### src/rtl/set_pkg.sv
`timescale 1ns / 1ps
`default_nettype none

package set_pkg;

   // Geometry of the raster line and of the trailing luma store.
   localparam int LINE_WIDTH = 1024;
   localparam int WIN_DEPTH  = 2 * LINE_WIDTH + 2;
   localparam int PTR_W      = $clog2(LINE_WIDTH);
   localparam int FILL_W     = $clog2(WIN_DEPTH + 1);

   // Field widths.
   localparam int PIXEL_W  = 24;
   localparam int LUMA_W   = 8;
   localparam int THRESH_W = 12;
   localparam int CSR_ADDR_W = 3;
   localparam int CSR_DATA_W = 32;

   // Register map: word index taken from the upper address bit.
   localparam logic CSR_IDX_EDGE_THRESHOLD = 1'b0;

   localparam logic [LUMA_W-1:0]  BLACK_LUMA = 8'd16;
   localparam logic [PIXEL_W-1:0] EDGE_VALUE = 24'hffffff;
   localparam logic [PIXEL_W-1:0] FLAT_VALUE = 24'h000000;

   typedef logic [LUMA_W-1:0] luma_type;

   // Trailing 3x3 window: tap[i][j] is the luma i*LINE_WIDTH+j pixels back.
   typedef struct packed {
      luma_type [2:0][2:0] tap;
   } window_type;

   // Integer luma of an RGB pixel, always within 16..235.
   function automatic luma_type rgb_to_luma(input logic [PIXEL_W-1:0] rgb);
      logic [15:0] sum;
      sum = 16'(rgb[23:16]) * 16'd66 + 16'(rgb[15:8]) * 16'd129
          + 16'(rgb[7:0]) * 16'd25 + 16'd128;
      return sum[15:8] + BLACK_LUMA;
   endfunction

endpackage

`default_nettype wire

### src/rtl/set_gradient.sv
`timescale 1ns / 1ps
`default_nettype none

module set_gradient (
   input  wire set_pkg::window_type                  window,
   input  wire logic [set_pkg::THRESH_W-1:0]         threshold,
   output logic                                      is_edge
);
   import set_pkg::*;

   logic [9:0]  gx_pos, gx_neg, gy_pos, gy_neg;
   logic [9:0]  gx_abs, gy_abs;
   logic [10:0] magnitude;

   // Weighted 1-2-1 sums of the opposite window rows and columns.
   always_comb begin
      gx_pos = 10'(window.tap[2][0]) + {1'b0, window.tap[2][1], 1'b0}
             + 10'(window.tap[2][2]);
      gx_neg = 10'(window.tap[0][0]) + {1'b0, window.tap[0][1], 1'b0}
             + 10'(window.tap[0][2]);
      gy_pos = 10'(window.tap[0][2]) + {1'b0, window.tap[1][2], 1'b0}
             + 10'(window.tap[2][2]);
      gy_neg = 10'(window.tap[0][0]) + {1'b0, window.tap[1][0], 1'b0}
             + 10'(window.tap[2][0]);
   end

   // Absolute differences, then the L1 magnitude against the threshold.
   always_comb begin
      gx_abs    = (gx_pos >= gx_neg) ? gx_pos - gx_neg : gx_neg - gx_pos;
      gy_abs    = (gy_pos >= gy_neg) ? gy_pos - gy_neg : gy_neg - gy_pos;
      magnitude = 11'(gx_abs) + 11'(gy_abs);
      is_edge   = THRESH_W'(magnitude) > threshold;
   end

endmodule

`default_nettype wire

### config.mk
export PLATFORM = sky130hd
export DESIGN_NAME = set_gradient
export DESIGN_NICKNAME = d
export VERILOG_FILES = /design/src/rtl/set_pkg.sv /design/src/rtl/set_gradient.sv
export SDC_FILE = /design/constraint.sdc
export NUM_CORES = 1
export LEC_CHECK = 0
export BUFFER_PORTS_ARGS = -buffer_cell sky130_fd_sc_hd__buf_2
export CELL_PAD_IN_SITES_DETAIL_PLACEMENT = 1
export CELL_PAD_IN_SITES_GLOBAL_PLACEMENT = 1
export CORE_ASPECT_RATIO = 0.9
export CORE_MARGIN = 1.5
export CORE_UTILIZATION = 35
export DETAILED_ROUTE_END_ITERATION = 7
export GPL_TIMING_DRIVEN = 0
export PLACE_DENSITY_LB_ADDON = 0.1
export RECOVER_POWER = 50
export SLEW_MARGIN = 25
export SYNTH_ARGS = -nofsm -noshare
export SYNTH_HDL_FRONTEND = slang
export SYNTH_SLANG_ARGS = --single-unit
### constraint.sdc
create_clock -name vclk -period 6.4
set_input_delay 0.32 -clock vclk [all_inputs]
set_output_delay 0.32 -clock vclk [all_outputs]
set_load 0.01 [all_outputs]
==> impl_results.md <==
- Layout cells sized above 1: 0.248
- Slew Limit Fails: 0
- IO Count: 85
- Largest net degree at the start of global routing: 11
- Final #Nets: between 800 and 900
- Post-synthesis adder-cell area fraction: 0.455
- Violations in the final reports: negative setup slack
- Final ANT Viol Nets: 0
- Yosys warnings: 0
- Via density: approximately 5
- Worst relative slew slack: 0.662
- Post-synthesis mux area share: 0.0411
- Pre-antenna DRT Iters: 4
- Fmax: 142 MHz
- CP arrival: ~6.7 ns
- XOR/XNOR Fraction of Synth Area: 0.101
- CP max stage cell: fa_1
- Vias in the first global route: roughly 4300
- Max stage delay on crit path: between 0.5 and 0.6 ns
- Mapped cell area: 4240 sq um
- Hold WS: approximately 1.1 ns
- Final Critical Period: roughly 7 ns
- Synth Area in Simple Gates: 0.0910
- Residual DRC: 0
- Die Ht: 107 um
- Dpl cell area: a little under 5000 sq um
- Largest family of logic cells by synthesized area: adder cells
- I/O Buffers: a little under 80
- CP Data Required Time: a little over 6 ns
- HPWL Detailed: approximately 11 mm
- Grt ovf: 0
- Worst Path Max Fanout: 10
- CP endpoint kind: output pin
- Post-Route Utilization: 0.446
- Seq/Total Area, Yosys: 0
- Min-delay worst type: input port to output pin
- First-pass GRT wire length: between 20 and 25 mm
- Final worst slack: -0.622 ns
- RSZ-0062 raised after global routing: true
- Die width: 119 um
- Initial DRC Count: 91
- Min-Delay Startpoint: threshold[11]
- Layout clock buffers: 0
- Register area: 0 sq um
- Routed via count: 3954
- Die area: ~13000 sq um
- Initial Utilization: 0.365
- Final wirelength: between 10 and 15 mm
- Final RePlAce weighted congestion: around 0.86
- Overall Global Routing Usage: 0.195
- Syn_area_per_cell: about 8.3 sq um
- FF+latch count: 0
- Slew at the pin closest to its max-slew limit: a little over 0.5 ns
- ANT cells: 0
- Fin crit share: 1.10
- WL/cell: 15.8 um
- Setup Crit Path Kind: input port to output pin
- Top-area cell type share of the netlist area: 0.281
- Startpoint Class: input port
- Final setup vio count: 1
- Setup TNS: -0.622 ns
- Status: complete, but fails checks
- Row cnt: 37
- Biggest area consumer among synthesized cells: ha_1
- Hold path cells: 4
- Min-Delay Endpoint: is_edge
- Number of max-cap violations: 0
- Mapped Cells: around 510
- Antenna violations before repair: 0
- Final hold viol count: 0
- Area Overhead vs Synth: 22.3%
- Synth cell types: between 50 and 60
- Cell area after layout: 5180 sq um
- Synth area leaders: ha_1, fa_1, inv_1
- Synth Net Count: 724
- Core box area: between 10000 and 15000 sq um
- Synth Area in Compound Gates: 0.233
## logic make-up (layout without fill, tap and decap cells)
family / after synthesis / after routing
compound gates: 143 / 143
buf+inv: 85 / 189
fa+ha+maj: 132 / 132
simple gates: 82 / 82
mux: 17 / 17
xor+xnor: 49 / 49
## cell usage after synthesis, drive strengths merged (3+ instances only)
master and instances:
ha 95, inv 75, a21oi 42, fa 37, a21o 33, nand2 30
xnor2 28, xor2 21, nor2 19, o21ai 17, mux2i 14, a31oi 12
buf 6, nor2b 6, nor3 6, o21a 6, nand3 5, o211ai 5
clkbuf 4, nand4 4, a221oi 3, and3 3, mux2 3, nand2b 3
o22ai 3
## repair_timing
action | 4_1_cts | 5_1_grt
resized for setup | 20 | 20
setup buffers | 21 | 6
pin swaps | 19 | 23
hold buffers | 0 | 0
setup endpoints to repair | 1 | 1
## worst max-delay path, delay by kind of cell
family	cells	cell delay, ns
fa+ha+maj	6	2.09
xor+xnor	2	0.21
mux	1	0.36
simple gates	1	0.17
buf+inv	6	0.61
compound gates	13	2.91
## metrics by stage
| step | cells | worst slack [ns] |
|---|---|---|
| floorplan | 508 | -0.0247 |
| global placement | 741 | -0.984 |
| detailed placement | 741 | -1.02 |
| CTS | 762 | -0.667 |
| global route | 768 | -0.929 |
| finish | 768 | -0.622 |
## area by class of cell
class / instances / area, sq um
multi-input combinational: 423 / 4050
inverter: 75 / 284
timing repair buffer: 104 / 598
fill: 1450 / 6440
buffer: 10 / 60.1
tap: 156 / 195
## layer usage
layer | part of all wire | global-route usage
met5 | 0 | 0
met4 | 0.0058 | 0.00947
met3 | 0.031 | 0.00953
met2 | 0.47 | 0.353
met1 | 0.49 | 0.269
## cells in the final DEF (no fill, tap or decap), types with 3 or more instances in the layout
cell	netlist	layout
nor3_1	6	6
nand2_1	30	29
buf_4	0	26
nand2b_1	3	3
nand3_1	5	5
o21ai_1	0	3
a221oi_1	3	3
nand4_1	4	4
o21ai_2	0	3
o21a_1	6	5
o21ai_0	16	10
buf_2	5	79
a21o_1	33	33
fa_1	37	33
nor2b_1	6	6
ha_2	0	3
buf_6	1	4
a21oi_2	0	9
ha_1	95	92
inv_1	75	73
a21oi_1	42	33
xnor2_1	28	26
mux2i_1	14	12
and3_1	3	3
a31oi_1	12	12
nor2_1	19	19
o211ai_1	5	5
xor2_1	21	21
clkbuf_1	4	4
fa_2	0	4
## worst max path at each step
stage                     from      end  slack [ns]  cells after the start
floorplan           window[17]  is_edge       -0.02                     29
global placement    window[49]  is_edge       -0.98                     31
detailed placement  window[49]  is_edge       -1.02                     31
CTS                  window[1]  is_edge       -0.67                     33
global route        window[17]  is_edge       -0.93                     32
finish              window[49]  is_edge       -0.62                     29
Power is not shown: default switching activity piles up to over one toggle a cycle in this logic, so the estimate is an artifact.
